<file path="src/rtl/core/scdd_pkg.sv">
package scdd_pkg;

   // configuration register indexes
   localparam logic [1:0] CSR_BIT_TICKS     = 2'd0;
   localparam logic [1:0] CSR_SEGMENT_TICKS = 2'd1;
   localparam logic [1:0] CSR_DISPLAY_TICKS = 2'd2;

   localparam logic [15:0] BIT_TICKS_RST     = 16'd100;
   localparam logic [15:0] SEGMENT_TICKS_RST = 16'd1000;
   localparam logic [23:0] DISPLAY_TICKS_RST = 24'd700000;

   localparam logic [7:0] ASCII_ZERO = 8'd48;
   localparam logic [3:0] LAST_DIGIT = 4'd9;

   typedef enum logic [3:0] {
      PH_IDLE = 4'b0001,
      PH_DATA = 4'b0010,
      PH_STOP = 4'b0100,
      PH_SHOW = 4'b1000
   } phase_type;

   // next-tick view handed from the sequencer to the pin decoder and output stage
   typedef struct packed {
      logic       show;
      logic [3:0] digit;
      logic [2:0] position;
      logic       byte_valid;
      logic [7:0] held_byte;
   } view_type;

   typedef logic [6:0][2:0] seg_row_type;

   // segment codes a..g = 0..6, one octal digit per position, position 0 rightmost
   function automatic seg_row_type seg_row(input logic [3:0] digit);
      seg_row_type row;
      case (digit)
         4'd0: row = 21'o0543210;
         4'd1: row = 21'o0000021;
         4'd2: row = 21'o0064310;
         4'd3: row = 21'o0063210;
         4'd4: row = 21'o0006521;
         4'd5: row = 21'o0065320;
         4'd6: row = 21'o0654320;
         4'd7: row = 21'o0000210;
         4'd8: row = 21'o6543210;
         4'd9: row = 21'o0065210;
         default: row = '0;
      endcase
      return row;
   endfunction

   function automatic logic [2:0] seg_count(input logic [3:0] digit);
      logic [2:0] n;
      case (digit)
         4'd0: n = 3'd6;
         4'd1: n = 3'd2;
         4'd2: n = 3'd5;
         4'd3: n = 3'd5;
         4'd4: n = 3'd4;
         4'd5: n = 3'd5;
         4'd6: n = 3'd6;
         4'd7: n = 3'd3;
         4'd8: n = 3'd7;
         4'd9: n = 3'd5;
         default: n = 3'd0;
      endcase
      return n;
   endfunction

   // pin bits: pb0 = bit 0, pb2 = bit 1, pb3 = bit 2, pb4 = bit 3
   function automatic logic [3:0] seg_anode(input logic [2:0] code);
      logic [3:0] p;
      case (code)
         3'd0, 3'd1, 3'd2: p = 4'd2;
         3'd3, 3'd4, 3'd5: p = 4'd1;
         3'd6:             p = 4'd4;
         default:          p = 4'd0;
      endcase
      return p;
   endfunction

   function automatic logic [3:0] seg_cathode(input logic [2:0] code);
      logic [3:0] p;
      case (code)
         3'd0, 3'd3, 3'd6: p = 4'd8;
         3'd1, 3'd4:       p = 4'd4;
         3'd2:             p = 4'd1;
         3'd5:             p = 4'd2;
         default:          p = 4'd0;
      endcase
      return p;
   endfunction

endpackage

</file>
<file path="src/rtl/core/scdd_rx_seq.sv">
module scdd_rx_seq (
   input  logic                   clock,
   input  logic                   reset,
   input  logic                   step,
   input  logic                   serial_level,
   input  logic [15:0]            bit_ticks,
   input  logic [15:0]            segment_ticks,
   input  logic [23:0]            display_ticks,
   output scdd_pkg::view_type     view
);

   scdd_pkg::phase_type phase_ff, phase_in;
   logic [16:0] phase_timer_ff, phase_timer_in;
   logic [2:0]  bit_count_ff, bit_count_in;
   logic [7:0]  shift_byte_ff, shift_byte_in;
   logic [3:0]  digit_ff, digit_in;
   logic [2:0]  position_ff, position_in;
   logic [15:0] seg_timer_ff, seg_timer_in;
   logic [23:0] elapsed_ff, elapsed_in;
   logic [7:0]  held_ff, held_in;

   logic [15:0] seg_time;
   logic [16:0] long_wait;
   logic [7:0]  rx_digit;
   logic [3:0]  fit_digit;
   logic [23:0] fit_base;
   logic [18:0] pass_ticks;
   logic [24:0] fit_sum;
   logic        fits;
   logic [15:0] seg_timer_inc;
   logic [2:0]  position_inc;
   logic        byte_done;

   assign seg_time  = (segment_ticks == 16'd0) ? 16'd1 : segment_ticks;
   assign long_wait = {1'b0, bit_ticks} + {2'b00, bit_ticks[15:1]};
   assign rx_digit  = (shift_byte_ff >= scdd_pkg::ASCII_ZERO) ?
                      shift_byte_ff - scdd_pkg::ASCII_ZERO : shift_byte_ff;

   // one budget check shared by the accepting tick and the end of each pass
   assign fit_digit  = (phase_ff == scdd_pkg::PH_STOP) ? rx_digit[3:0] : digit_ff;
   assign fit_base   = (phase_ff == scdd_pkg::PH_STOP) ? 24'd0 : elapsed_ff + 24'd1;
   assign pass_ticks = {3'b000, seg_time} * {16'd0, scdd_pkg::seg_count(fit_digit)};
   assign fit_sum    = {1'b0, fit_base} + {6'd0, pass_ticks};
   assign fits       = fit_sum <= {1'b0, display_ticks};

   assign seg_timer_inc = seg_timer_ff + 16'd1;
   assign position_inc  = position_ff + 3'd1;

   always_comb begin
      phase_in       = phase_ff;
      phase_timer_in = phase_timer_ff;
      bit_count_in   = bit_count_ff;
      shift_byte_in  = shift_byte_ff;
      digit_in       = digit_ff;
      position_in    = position_ff;
      seg_timer_in   = seg_timer_ff;
      elapsed_in     = elapsed_ff;
      held_in        = held_ff;
      byte_done      = 1'b0;
      case (phase_ff)
         scdd_pkg::PH_IDLE: begin
            if (!serial_level) begin
               phase_in       = scdd_pkg::PH_DATA;
               phase_timer_in = long_wait;
               bit_count_in   = 3'd0;
               shift_byte_in  = 8'd0;
            end
         end
         scdd_pkg::PH_DATA: begin
            if (phase_timer_ff <= 17'd1) begin
               shift_byte_in = shift_byte_ff | ({7'd0, serial_level} << bit_count_ff);
               if (bit_count_ff == 3'd7) begin
                  bit_count_in   = 3'd0;
                  phase_in       = scdd_pkg::PH_STOP;
                  phase_timer_in = long_wait;
               end else begin
                  bit_count_in   = bit_count_ff + 3'd1;
                  phase_timer_in = {1'b0, bit_ticks};
               end
            end else begin
               phase_timer_in = phase_timer_ff - 17'd1;
            end
         end
         scdd_pkg::PH_STOP: begin
            if (phase_timer_ff <= 17'd1) begin
               byte_done      = 1'b1;
               held_in        = shift_byte_ff;
               phase_timer_in = 17'd0;
               position_in    = 3'd0;
               seg_timer_in   = 16'd0;
               elapsed_in     = 24'd0;
               phase_in       = scdd_pkg::PH_IDLE;
               if (rx_digit <= {4'd0, scdd_pkg::LAST_DIGIT}) begin
                  digit_in = rx_digit[3:0];
                  if (fits) begin
                     phase_in = scdd_pkg::PH_SHOW;
                  end
               end
            end else begin
               phase_timer_in = phase_timer_ff - 17'd1;
            end
         end
         scdd_pkg::PH_SHOW: begin
            seg_timer_in = seg_timer_inc;
            elapsed_in   = elapsed_ff + 24'd1;
            if (seg_timer_inc >= seg_time) begin
               seg_timer_in = 16'd0;
               position_in  = position_inc;
               if (position_inc >= scdd_pkg::seg_count(digit_ff)) begin
                  position_in = 3'd0;
                  if (!fits) begin
                     phase_in = scdd_pkg::PH_IDLE;
                  end
               end
            end
         end
         default: begin
            phase_in = scdd_pkg::PH_IDLE;
         end
      endcase
   end

   always_ff @(posedge clock) begin
      if (reset) begin
         phase_ff       <= scdd_pkg::PH_IDLE;
         phase_timer_ff <= 17'd0;
         bit_count_ff   <= 3'd0;
         shift_byte_ff  <= 8'd0;
         digit_ff       <= 4'd0;
         position_ff    <= 3'd0;
         seg_timer_ff   <= 16'd0;
         elapsed_ff     <= 24'd0;
         held_ff        <= 8'd0;
      end else if (step) begin
         phase_ff       <= phase_in;
         phase_timer_ff <= phase_timer_in;
         bit_count_ff   <= bit_count_in;
         shift_byte_ff  <= shift_byte_in;
         digit_ff       <= digit_in;
         position_ff    <= position_in;
         seg_timer_ff   <= seg_timer_in;
         elapsed_ff     <= elapsed_in;
         held_ff        <= held_in;
      end
   end

   assign view.show       = (phase_in == scdd_pkg::PH_SHOW);
   assign view.digit      = digit_in;
   assign view.position   = position_in;
   assign view.byte_valid = byte_done;
   assign view.held_byte  = held_in;

endmodule

</file>
<file path="src/rtl/core/scdd_seg_decode.sv">
module scdd_seg_decode (
   input  scdd_pkg::view_type view,
   output logic [3:0]         pin_direction,
   output logic [3:0]         pin_level
);

   scdd_pkg::seg_row_type row;
   logic [2:0] code;
   logic [3:0] anode;

   assign row   = scdd_pkg::seg_row(view.digit);
   assign code  = (view.position == 3'd7) ? 3'd7 : row[view.position];
   assign anode = scdd_pkg::seg_anode(code);

   // nothing lit outside a show
   assign pin_direction = view.show ? (anode | scdd_pkg::seg_cathode(code)) : 4'd0;
   assign pin_level     = view.show ? anode : 4'd0;

endmodule

</file>
<file path="src/rtl/core/serial_digit_charlieplex_display.sv">
// serial digit display with a charlieplexed seven-segment readout
//
// req channel: one beat per timing tick, carrying the sampled serial line
// (idle high). an 8n1 receiver samples eight data bits lsb first, waits
// out the stop bit and turns the byte into a digit (minus 48 when 48 or
// above). digits 0 to 9 are shown one segment at a time on the four pins.
// rsp channel: exactly one beat for every req beat, in order, carrying the
// pin drive enables and levels, the byte strobe, the last byte and the
// displaying flag as they stand after that tick.
// csr channel: register index and data, always ready; writes are meant for
// idle periods only (0 bit_ticks, 1 segment_ticks, 2 display_ticks).
// latency: the rsp beat appears the cycle after its req beat is taken.
// throughput: one tick per cycle while rsp beats are taken; the whole tick is
// worked out between the sequencer state registers and the rsp output register.
// stall: req_ready drops only while the output register holds a beat that
// the receiver does not take; no beat is lost or repeated.
// reset: sequencer idle, all counters zero, registers at their defaults,
// rsp channel empty.
module serial_digit_charlieplex_display (
   input  logic        clock,
   input  logic        reset,
   // tick input
   input  logic        req_valid,
   output logic        req_ready,
   input  logic        req_serial_level,
   // per-tick result
   output logic        rsp_valid,
   input  logic        rsp_ready,
   output logic [3:0]  rsp_pin_direction,
   output logic [3:0]  rsp_pin_level,
   output logic        rsp_byte_valid,
   output logic [7:0]  rsp_received_byte,
   output logic        rsp_displaying,
   // configuration writes
   input  logic        csr_valid,
   output logic        csr_ready,
   input  logic [1:0]  csr_index,
   input  logic [23:0] csr_data
);

   logic [15:0] bit_ticks_ff;
   logic [15:0] segment_ticks_ff;
   logic [23:0] display_ticks_ff;

   logic               req_fire;
   scdd_pkg::view_type view;
   logic [3:0]         pin_direction;
   logic [3:0]         pin_level;

   logic       rsp_valid_ff;
   logic [3:0] pin_direction_ff;
   logic [3:0] pin_level_ff;
   logic       byte_valid_ff;
   logic [7:0] received_byte_ff;
   logic       displaying_ff;

   // csr writes are always accepted
   assign csr_ready = 1'b1;

   always_ff @(posedge clock) begin
      if (reset) begin
         bit_ticks_ff     <= scdd_pkg::BIT_TICKS_RST;
         segment_ticks_ff <= scdd_pkg::SEGMENT_TICKS_RST;
         display_ticks_ff <= scdd_pkg::DISPLAY_TICKS_RST;
      end else if (csr_valid) begin
         case (csr_index)
            scdd_pkg::CSR_BIT_TICKS:     bit_ticks_ff     <= csr_data[15:0];
            scdd_pkg::CSR_SEGMENT_TICKS: segment_ticks_ff <= csr_data[15:0];
            scdd_pkg::CSR_DISPLAY_TICKS: display_ticks_ff <= csr_data;
            default: begin
            end
         endcase
      end
   end

   // take a new tick whenever the output register is free or being emptied
   assign req_ready = !rsp_valid_ff || rsp_ready;
   assign req_fire  = req_valid && req_ready;

   scdd_rx_seq u_rx_seq (
      .clock         (clock),
      .reset         (reset),
      .step          (req_fire),
      .serial_level  (req_serial_level),
      .bit_ticks     (bit_ticks_ff),
      .segment_ticks (segment_ticks_ff),
      .display_ticks (display_ticks_ff),
      .view          (view)
   );

   scdd_seg_decode u_seg_decode (
      .view          (view),
      .pin_direction (pin_direction),
      .pin_level     (pin_level)
   );

   // rsp output register
   always_ff @(posedge clock) begin
      if (reset) begin
         rsp_valid_ff <= 1'b0;
      end else if (req_fire) begin
         rsp_valid_ff <= 1'b1;
      end else if (rsp_ready) begin
         rsp_valid_ff <= 1'b0;
      end
   end

   always_ff @(posedge clock) begin
      if (req_fire) begin
         pin_direction_ff <= pin_direction;
         pin_level_ff     <= pin_level;
         byte_valid_ff    <= view.byte_valid;
         received_byte_ff <= view.held_byte;
         displaying_ff    <= view.show;
      end
   end

   assign rsp_valid         = rsp_valid_ff;
   assign rsp_pin_direction = pin_direction_ff;
   assign rsp_pin_level     = pin_level_ff;
   assign rsp_byte_valid    = byte_valid_ff;
   assign rsp_received_byte = received_byte_ff;
   assign rsp_displaying    = displaying_ff;

endmodule
</file>
<file path="config.mk">
export PLATFORM = sky130hd
export DESIGN_NAME = serial_digit_charlieplex_display
export DESIGN_NICKNAME = d
export VERILOG_FILES = /design/src/rtl/core/scdd_pkg.sv /design/src/rtl/core/scdd_rx_seq.sv /design/src/rtl/core/scdd_seg_decode.sv /design/src/rtl/core/serial_digit_charlieplex_display.sv
export SDC_FILE = /design/constraint.sdc
export NUM_CORES = 1
export LEC_CHECK = 0
export ABC_AREA = 1
export BUFFER_PORTS_ARGS = -buffer_cell sky130_fd_sc_hd__buf_2
export CORE_MARGIN = 10
export CORE_UTILIZATION = 45
export DETAILED_ROUTE_END_ITERATION = 8
export SLEW_MARGIN = 25
export SYNTH_ARGS = -nofsm -noshare
export SYNTH_HDL_FRONTEND = slang
export SYNTH_SLANG_ARGS = --single-unit
</file>
<file path="constraint.sdc">
create_clock -name clock -period 6 [get_ports clock]
set_clock_uncertainty 0.1 [all_clocks]
set_input_delay 0 -clock clock [delete_from_list [all_inputs] [get_ports clock]]
set_output_delay 0 -clock clock [all_outputs]
set_load 0.1 [all_outputs]
</file>
; ---- After elaboration in Yosys (flattened, before gate mapping)
; Memories as Yosys holds them, arrays and structs flattened. A register that Yosys moved wholly into a read port is not among the register bits.
; Cells that the tools add are included.
[op_classes]
reduce_logical = 20
n_shift = 1
multipliers = 1
order_cmp = 7
bitwise = 2
mux = 52
add_sub_neg = 8
eq_ne = 18
[ops]
columns = op, n
row1 = $mux W17, 4
row2 = $mux W4, 15
row3 = $pmux W17 S3, 1
row4 = $mux W16, 3
row5 = $mux W24, 2
row6 = $pmux W24 S2, 1
row7 = $mux W8, 5
row8 = $pmux W16 S2, 1
row9 = $pmux W4 S4, 2
row10 = $mux W3, 10
row11 = $add A24 B19 Y25, 1
row12 = $le A25 B24 Y1, 1
row13 = $add A24 B1 Y24 const B, 1
row14 = $mul A16 B3 Y19, 1
row15 = $add A16 B15 Y17, 1
row16 = $le A17 B1 Y1 const B, 1
row17 = $sub A17 B1 Y17 const B, 1
row18 = $add A16 B1 Y16 const B, 1
row19 = $ge A16 B16 Y1, 1
row20 = $logic_not A16 Y1, 1
row21 = $pmux W8 S2, 1
row22 = $eq A3 B3 Y1 const B, 5
row23 = $pmux W3 S2, 2
row24 = $bmux W3 S3, 1
row25 = 33 further kinds, 46
[word_totals]
wordCells = 130
mem_count = 3
out_inout_bits = 21
romBits = 368
regBits = 162
[mem_list]
columns = memory, words, word_bits, read_ports, rd_ports_with_merged_regs, write_ports, line
row1 = (name not given), 16, 17, 1, 0, 0, scdd_pkg.sv:36  ; case (digit)
row2 = (name not given), 16, 3, 1, 1, 0, scdd_pkg.sv:54  ; case (digit)
row3 = (name not given), 16, 3, 1, 0, 0, scdd_pkg.sv:54

; ---- Longest topological paths before layout
; Gate-level depths: netlist of run 1.
[logic_depth]
ltp_word = 16
mapped_depth = 44

; ---- By module
; A second synthesis of run 1 with hierarchy kept.
[unflattened]
hier_cells = 1882
area_unflattened_um2 = 12998.7
[modules_own_cells]
columns = mod, area_each_um2, cells_each, instances
row1 = scdd_rx_seq, 9509.1, 1411, 1
row2 = serial_digit_charlieplex_display, 2876.5, 356, 1
row3 = scdd_seg_decode, 613.1, 115, 1

; ---- Worst setup path before layout of run 1
; Ideal clock, no wire load.
[synth_timing]
path_kind = register to register
from = reg u_rx_seq.phase_ff[2]
to = reg pin_direction_ff[1] (netlist: rsp_pin_direction[1]) (data pin)
path_stages_with_launch = 39
t_arrival_ns = 6.333
path_slack_ns = -0.579
required_time_ns = 5.754
path_buffers = 2
cell_sequence = dfxtp_1 inv_1 nor3_4 buf_6 buf_2 nor2_1 a21oi_1 inv_1 nand3_1 nand2_1 inv_1 nand2_1 fa_1 inv_1 fa_1 fa_1 nand3_1 nand2_1 [... 3 more ...] o21ai_0 a21boi_1 o21ai_0 nand2_1 nand2_1 xor2_1 ha_1 nand2_1 nor2_1 nand4_1 or3b_2 nand2_1 nand2_1 nand2_1 nand2_2 nand2_4 inv_1 a21oi_1
[synth_rtl]
columns = item, line
row1 = start: declaration, scdd_rx_seq.sv:12  ; scdd_pkg::phase_type phase_ff, phase_in;
row2 = start signal: assignment, scdd_rx_seq.sv:125  ; phase_ff <= scdd_pkg::PH_IDLE;
row3 = start signal: assignment, scdd_rx_seq.sv:135  ; phase_ff <= phase_in;
row4 = end signal: assignment, serial_digit_charlieplex_display.sv:110  ; pin_direction_ff <= pin_direction;
row5 = end: declaration, serial_digit_charlieplex_display.sv:51  ; logic [3:0] pin_direction_ff;

==> summary by stage, run 1 <==
STA
The number of setup violations in the final report is 2. In the post-route analysis, the smallest setup slack over all paths is -0.00434 ns. Setup repair after global routing could not meet its margin everywhere. The worst path in the final design needs a cycle of 6.00 ns, including I/O delays and setup.

The final count of hold timing violations was 0. The final count of pins violating max slew was 0. The maximum clock rate is 0.167 GHz.

The final clock period utilization by the worst path is 100%. The final total negative setup slack is -0.00597 ns. Measured against its own limit, the worst slew margin works out to 33.2%. For the pin with the worst max-slew slack, the measured transition is 0.998 ns.

Setup path
The endpoint required time on the critical path is 6.19 ns. The critical path in this run is classified as reg2reg. Setup slack on the worst reg-to-reg path comes out at -0.004 ns. The highest net fanout along the worst path is 7. The number of cells on the worst reg-to-reg path is 39. The longest individual stage delay on the worst path is 0.53 ns. The data arrival time of the critical path is 6.19 ns. The worst setup path is captured at a flip-flop. The slowest stage of the critical path is the sky130_fd_sc_hd__fa_1 cell. The startpoint identified for the worst register-to-register timing path is u_rx_seq.phase_ff[2]. The endpoint of the most critical register-to-register path is rsp_pin_direction[1]. The worst setup path is launched from a flip-flop.

Clock tree
In this run the clock root is driven by a sky130_fd_sc_hd__clkbuf_16. The clock transition at the register clock pins on the worst setup and hold paths after CTS is 0.07 ns. The clock reaches the later pin of the worst-skew pair after 0.43 ns.

The number of levels in the clock H-tree is 4. Counting the buffers created by CTS gives 17. The TritonCTS sink count is 164.

TritonCTS built the clock tree. The clock passes through at most 2 buffers.

Cells and area
The number of standard cells in the layout, taps in and fillers out is 2230. The library cell used most frequently in the layout, excluding fill and tap cells, is sky130_fd_sc_hd__nand2_1. Relative to the synthesized area, the layout overhead comes to 19.2%.

Leaving out fill and tap cells, the most frequent cells in the layout are sky130_fd_sc_hd__nand2_1, sky130_fd_sc_hd__inv_1, sky130_fd_sc_hd__nor2_1. The final net count is 2035. After filler insertion, the fill cell instance count of the layout stands at 2559. The fraction of layout instances using a drive strength above 1 is 15.2%.

Power and ir drop
The peak supply drop is 153 µV. The analysis attributes to cell leakage a power of 6.91 nW. In this run the power density over the cells is 261 nW/µm².

Hold path
The worst hold path belongs to the class in2reg. Along the worst hold path, the cell count comes to 5. The capture endpoint of the worst hold path is bit_ticks_ff[2].

In this run the most critical hold path is launched from csr_valid.

Synth
By area the synthesized netlist is led by sky130_fd_sc_hd__dfxtp_1, sky130_fd_sc_hd__nand2_1, sky130_fd_sc_hd__ha_1. During synthesis, Yosys emitted a total of 0 warnings. Counting flops with an async set or reset pin after synthesis yields a share of 0%. Counting flops with a built-in enable in the synthesized netlist gives 17.

The top cell type by area accounts for 24.1% of the synthesized area. The most used flip-flop cell after synthesis is sky130_fd_sc_hd__dfxtp_1. Synthesis handed over a netlist of 1740 instances. The synthesized design spends more area on one cell type than any other, namely sky130_fd_sc_hd__dfxtp_1. The synthesized design contains 164 register bits. The sequential area share after synthesis is 28.3%. The number of distinct library cells after synthesis is 55. Averaged over all synthesized cells, the footprint is 7.01 µm².

Synthesis produced a netlist with a net count of 1900. The synthesized cell area is 12200 µm².

Global route
Global routing finished with a remaining overflow of 0. The number of antenna violations at the first check in global routing is 1. The wire length of the first global-routing pass is 53600 µm. Entering global routing, the biggest net connects 63 pins. Global routing used 19.3% of the available tracks. The number of global-route vias before repair is 10902.

Routing
For this block, the routed nets add up to 32500 µm of wire. The via-per-instance ratio is 5.09. The detailed router finished its first iteration with 807 violations. For this run, design rule violations remaining after detail routing come to 0. The per-cell routed wire length is 14.6 µm. Detailed routing inserted a total of 11356 vias. The detailed-router iteration count before antenna repair is 5. Once detail routing completed, the nets flagged for antenna violations numbered 0.

Floorplanning
The die is 185 µm tall. The total core area is 26800 µm². The initial core utilization is 45.5%. In this run the core area contains 60 standard-cell rows. The die boundary width is 185 µm. The die covers 34100 µm².

During I/O placement, the number of pins put on the boundary was 53.

Outcome
The flow ran to the end, but the final reports show violations. The final reports fail on negative setup slack.

Placed design
The total instance count after detailed placement is 2150. The routability congestion estimate from global placement is 0.935. During placement, the flow inserted port buffers numbering 50.

After legalization and detailed placement, the total HPWL measured 24600 µm.

Run
The tool flagged a number of max-cap violations equal to 0.
repair_timing:
item,4_1_cts,5_1_grt
gates resized for setup,16,59
cloned,0,0
endpoints found under the hold margin,67,0
pin swaps,16,40
hold buffers,31,0
setup endpoints to repair,10,10
setup buffers,4,13
cell usage after synthesis (5+ instances only):
master,n
sky130_fd_sc_hd__o211ai_1,22
sky130_fd_sc_hd__nand2_1,375
sky130_fd_sc_hd__nand3_1,74
sky130_fd_sc_hd__a21oi_1,157
sky130_fd_sc_hd__a211oi_1,8
sky130_fd_sc_hd__nor2_4,5
sky130_fd_sc_hd__ha_1,96
sky130_fd_sc_hd__clkbuf_1,33
sky130_fd_sc_hd__nor2_2,7
sky130_fd_sc_hd__edfxtp_1,17
sky130_fd_sc_hd__inv_1,256
sky130_fd_sc_hd__xnor2_1,25
sky130_fd_sc_hd__xor2_1,56
sky130_fd_sc_hd__nand4_1,24
sky130_fd_sc_hd__o21a_1,5
sky130_fd_sc_hd__nor3_1,18
sky130_fd_sc_hd__o21ai_0,115
sky130_fd_sc_hd__dfxtp_1,147
sky130_fd_sc_hd__inv_2,6
sky130_fd_sc_hd__nand2_2,9
sky130_fd_sc_hd__nor2_1,177
sky130_fd_sc_hd__o22ai_1,5
sky130_fd_sc_hd__fa_1,32
sky130_fd_sc_hd__buf_2,10
worst max-delay path, delay by kind of cell (launching register included):
family	cells	cell delay [ns]
buffers and inverters	8	0.73
adder cells (fa/ha/maj)	4	1.65
XOR/XNOR	1	0.07
AO/OA/AOI/OAI	5	0.64
AND/OR/NAND/NOR	21	2.35
flip-flops	1	0.33
stage by stage:
stage | instance area, µm² | utilization (%) | total power [mW] | setup WS, ns | hold slack (ns)
6_report | 14500 | 54.3 | 3.80 | -0.00434 | 0.0810
5_1_grt | 14500 | 54.3 | 4.09 | -0.407 | 0.0962
4_1_cts | 14200 | 53.0 | 3.75 | 0.00154 | 0.0428
3_5_place_dp | 13300 | 49.5 | 2.64 | -0.356 | 0.125
3_3_place_gp | 13300 | 49.5 | 2.63 | -0.206 | 0.118
2_1_floorplan | 12300 | - | 2.22 | -0.162 | 0.0263
sequential cells by signal (all words and copies together) (netlist names), 8 cells and up, named ones only:
name / count
u_rx_seq.shift_byte_ff: 8
rsp_received_byte: 8
u_rx_seq.phase_timer_ff: 17
u_rx_seq.elapsed_ff: 24
u_rx_seq.seg_timer_ff: 16
bit_ticks_ff: 16
u_rx_seq.held_ff: 8
segment_ticks_ff: 16
display_ticks_ff: 24
power breakdown:
| part | switching, mW | internal (mW) |
|---|---|---|
| clock network | 0.509 | 0.543 |
| logic | 0.900 | 0.640 |
| registers | 0.0403 | 1.16 |
cells by family (layout without fill, tap and decap cells):
family | count (synthesis) | in the layout | share of synthesized area [%]
AO/OA/AOI/OAI | 344 | 344 | 15.8
XOR/XNOR | 81 | 81 | 5.82
adder cells (fa/ha/maj) | 128 | 128 | 15.1
buffers and inverters | 314 | 462 | 9.97
flip-flops | 164 | 164 | 28.3
other | 2 | 3 | 0.0616
AND/OR/NAND/NOR | 707 | 707 | 24.9
layout make-up:
cell class | instances | area, µm² | area share, %
Timing Repair Buffer | 165 | 1230 | 8.46
Sequential cell | 164 | 3460 | 23.8
Antenna cell | 1 | 2.50 | 0.0172
Clock buffer | 18 | 429 | 2.95
Clock inverter | 14 | 116 | 0.800
Inverter | 265 | 1000 | 6.87
Tap cell | 341 | 427 | 2.93
Multi-Input combinational cell | 1262 | 7890 | 54.2
routing by layer:
layer	up-vias	wire (µm)	global-route usage (%)	share of wire, %
met1	5226	14800	23.8	46
met2	169	16200	34.3	50
met3	42	974	2.48	3.0
met5	-	0	0	0
met4	0	546	5.04	1.7
li1	5919	-	-	-
worst max-delay path by stage:
stage	startpoint	to	slack (ns)	depth (start not counted)
after floorplan	u_rx_seq.phase_ff[1]	rsp_pin_direction[1]	-0.16	38
after global placement	u_rx_seq.phase_ff[1]	rsp_pin_direction[2]	-0.21	37
after detailed placement	u_rx_seq.phase_ff[1]	rsp_pin_direction[2]	-0.36	38
after CTS	u_rx_seq.phase_ff[1]	rsp_pin_direction[0]	0.002	43
after global routing	u_rx_seq.phase_ff[0]	rsp_pin_direction[0]	-0.41	44
final	u_rx_seq.phase_ff[2]	rsp_pin_direction[1]	-0.004	39
Power figures use the tool's default switching activity.
==> run 2, diff against run 1 <==
==> constraint.sdc (replaced) <==
create_clock -name clock -period 6.95 [get_ports clock]
set_clock_uncertainty 0.1 [all_clocks]
set_input_delay 0 -clock clock [delete_from_list [all_inputs] [get_ports clock]]
set_output_delay 0 -clock clock [all_outputs]
set_load 0.1 [all_outputs]
==> summary by stage, run 2 (synthesized netlist as in run 1, its figures left out) <==
Floorplanning
The chip height is 185 µm (unchanged). The total core area is 26800 µm² (unchanged). The number of rows created at floorplan is 60 (unchanged).

The initial core utilization came to 45.5% (unchanged). The die boundary width is 185 µm (unchanged). The overall die area came to 34100 µm² (unchanged). The count of boundary I/O pins was 53 (unchanged).

Clock tree
The maximum buffer depth of the clock tree is 2 (unchanged). The clock buffer count from CTS is 17 (unchanged). The TritonCTS sink count came to 164 (unchanged). The clock transition at the register clock pins on the worst setup and hold paths after CTS is 0.08 ns (about the same).

The CTS tree is yes. The number of levels in the clock H-tree is 4 (unchanged). The buffer type at the clock tree root is sky130_fd_sc_hd__clkbuf_16. The clock network latency to the later pin of the worst-skew pair is 0.45 ns (+0.02 ns).

Routing
The detailed-router iteration count before antenna repair is 5 (unchanged). The total via count after detailed routing is 11218 (-1.2%). The per-cell routed wire length is 14.8 µm (+1.7%). The residual DRC count is 0 (unchanged).

The violation count after the first detailed-route iteration is 659 (-18%). The count of nets left with antenna violations after detail routing was 0 (unchanged). The final wirelength is 32500 µm (-0.22%). The via-per-instance ratio is 5.13 (+0.68%).

STA
The final count of pins violating max slew is 0 (unchanged). The final clock period utilization by the worst path was 93.9% (-6.2 points). The final count of hold timing violations is 0 (unchanged).

The worst hold margin is 0.0554 ns (-0.0257 ns). The actual slew at the worst max-slew pin is 0.979 ns (-0.0188 ns). The post-route minimum period came to 6.53 ns (+0.523 ns). The worst relative slew slack is 34.5% (+1.3 points).

The number of setup violations in the final report is 0 (-2). The maximum clock rate is 0.153 GHz (-8.0%). The worst path setup slack after routing is 0.423 ns (+0.427 ns).

Power and ir drop
The power per cell area is 224 nW/µm² (-14%). The share of power burned in the clock network is 31.0% (+3.3 points). The static leakage is 6.65 nW (-3.8%). The net switching power is 1.19 mW (-18%). The register share of total power is 33.3% (+1.6 points).

The internal power summed over all cells was 1.93 mW (-18%). The share of total power consumed by net switching is 38.1% (about the same). The share of total power in combinational logic is 35.7% (-4.9 points).

The peak supply drop was 151 µV (-1.2%).

Cells and area
The area occupied by multi-input gates is 7580 µm² (-3.9%). The area growth from synthesis to layout is 14.3%. The number of fillers in the final layout is 2650 (+3.6%).

The final net count is 1994 (-2.0%). The fraction of layout instances using a drive strength above 1 is 9.58% (-5.6 points). In the layout the commonest cells are sky130_fd_sc_hd__nand2_1, sky130_fd_sc_hd__inv_1, sky130_fd_sc_hd__nor2_1. The largest registers in the layout are display_ticks_ff: 24 flops, u_rx_seq.elapsed_ff: 24 flops, u_rx_seq.phase_timer_ff: 17 flops. The most frequent standard cell in the layout excluding fill and tap cells is sky130_fd_sc_hd__nand2_1. The flip-flop and latch area is 3450 µm² (about the same). The diode insertion count for antenna repair is 0 (-1).

Placed design
The routability congestion estimate from global placement is 0.914 (-2.2%). The worst slack after detailed placement is 0.0426 ns (+0.399 ns). The number of buffer cells added on primary ports was 50 (unchanged). The sum of net half-perimeters after detailed placement is 24300 µm (-0.89%).

Hold path
The worst hold path belongs to the class in2reg.

Run
The number of max-cap violations was 0 (unchanged).

Global route
The overall fraction of global-route tracks in use is 19.3% (+0.059 points). The overflow left after global routing came to 0 (unchanged). The wire length of the first global-routing pass came to 53700 µm (+0.18%). The pin count of the biggest net entering global routing came to 63 (unchanged). The number of antenna violations at the first check in global routing is 0 (-1). The number of global-route vias before repair is 10841 (-0.56%).

Outcome
The flow ran to the end, and the final reports show no timing, DRC or antenna violations.

Setup path
The element type at the critical path end is a flip-flop. The endpoint required time on the critical path is 7.15 ns (+0.96 ns). The data arrival time of the critical path came to 6.73 ns (+0.54 ns). The master of the slowest instance on the critical path is sky130_fd_sc_hd__fa_1. The longest individual stage delay on the worst path is 0.53 ns (about the same).

The critical setup path kind is reg2reg. The highest net fanout along the worst path is 11 (+4). The worst setup path is launched from a flip-flop.

By instance count, the cell type seen most on the critical path is sky130_fd_sc_hd__nand2_1.
run 2: final timing paths:
| check | from | to | slack [ns] | depth (start not counted) |
|---|---|---|---|---|
| setup / recovery | u_rx_seq.phase_ff[0] | rsp_pin_direction[1] | 0.42 | 40 |
| hold / removal | csr_valid | segment_ticks_ff[8] | 0.06 | 5 |
| setup reg to reg | u_rx_seq.phase_ff[0] | rsp_pin_direction[1] | 0.42 | 40 |
| hold reg to reg | display_ticks_ff[18] | display_ticks_ff[18] | 0.36 | 2 |
run 2: critical path: cells and delay by family, from the launching register on:
| family | cells | cell delay (ns) |
|---|---|---|
| compound gates | 9 | 1.42 |
| simple gates | 18 | 1.91 |
| buf+inv | 8 | 0.77 |
| xor+xnor | 1 | 0.16 |
| flops | 1 | 0.37 |
| fa+ha+maj | 4 | 1.65 |
run 2: power groups by stage:
stage	logic, mW	clock network (mW)	registers [mW]
after floorplan	0.779	0	1.10
after global placement	1.05	0	1.06
after detailed placement	1.07	0	1.06
after CTS	1.09	0.990	1.04
after global routing	1.26	1.02	1.04
final	1.12	0.967	1.04
run 2: metrics by stage:
step	util [%]	cell area, µm²	setup TNS (ns)	total power, mW	cells
final	52.0	13900	0	3.12	2188
after global placement	47.9	12800	0	2.11	2108
after global routing	52.0	13900	-0.259	3.33	2188
after CTS	51.6	13800	0	3.12	2180
after floorplan	-	12200	0	1.88	1740
after detailed placement	47.9	12800	0	2.13	2108
run 2: final cells by class:
| cell class | instances | area share (%) |
|---|---|---|
| Multi-Input combinational cell | 1262 | 54.3 |
| Timing Repair Buffer | 124 | 6.55 |
| Clock buffer | 18 | 3.15 |
| Tap cell | 341 | 3.06 |
| Clock inverter | 14 | 0.978 |
| Sequential cell | 164 | 24.8 |
| Inverter | 265 | 7.14 |
run 2: routing by layer:
metal / share of wire, % / up-vias / global-route usage (%)
met3: 2.7 / 44 / 2.62
li1: - / 5831 / -
met5: 0 / - / 0
met4: 1.8 / 0 / 5.79
met1: 46 / 5184 / 24.2
met2: 49 / 159 / 33.7
run 2: repair_timing:
| item | CTS | global route |
|---|---|---|
| hold endpoints to repair | 67 | 0 |
| setup buffers | 0 | 8 |
| resized for setup | 0 | 23 |
| hold buffers | 40 | 0 |
| setup endpoints to repair | 0 | 10 |
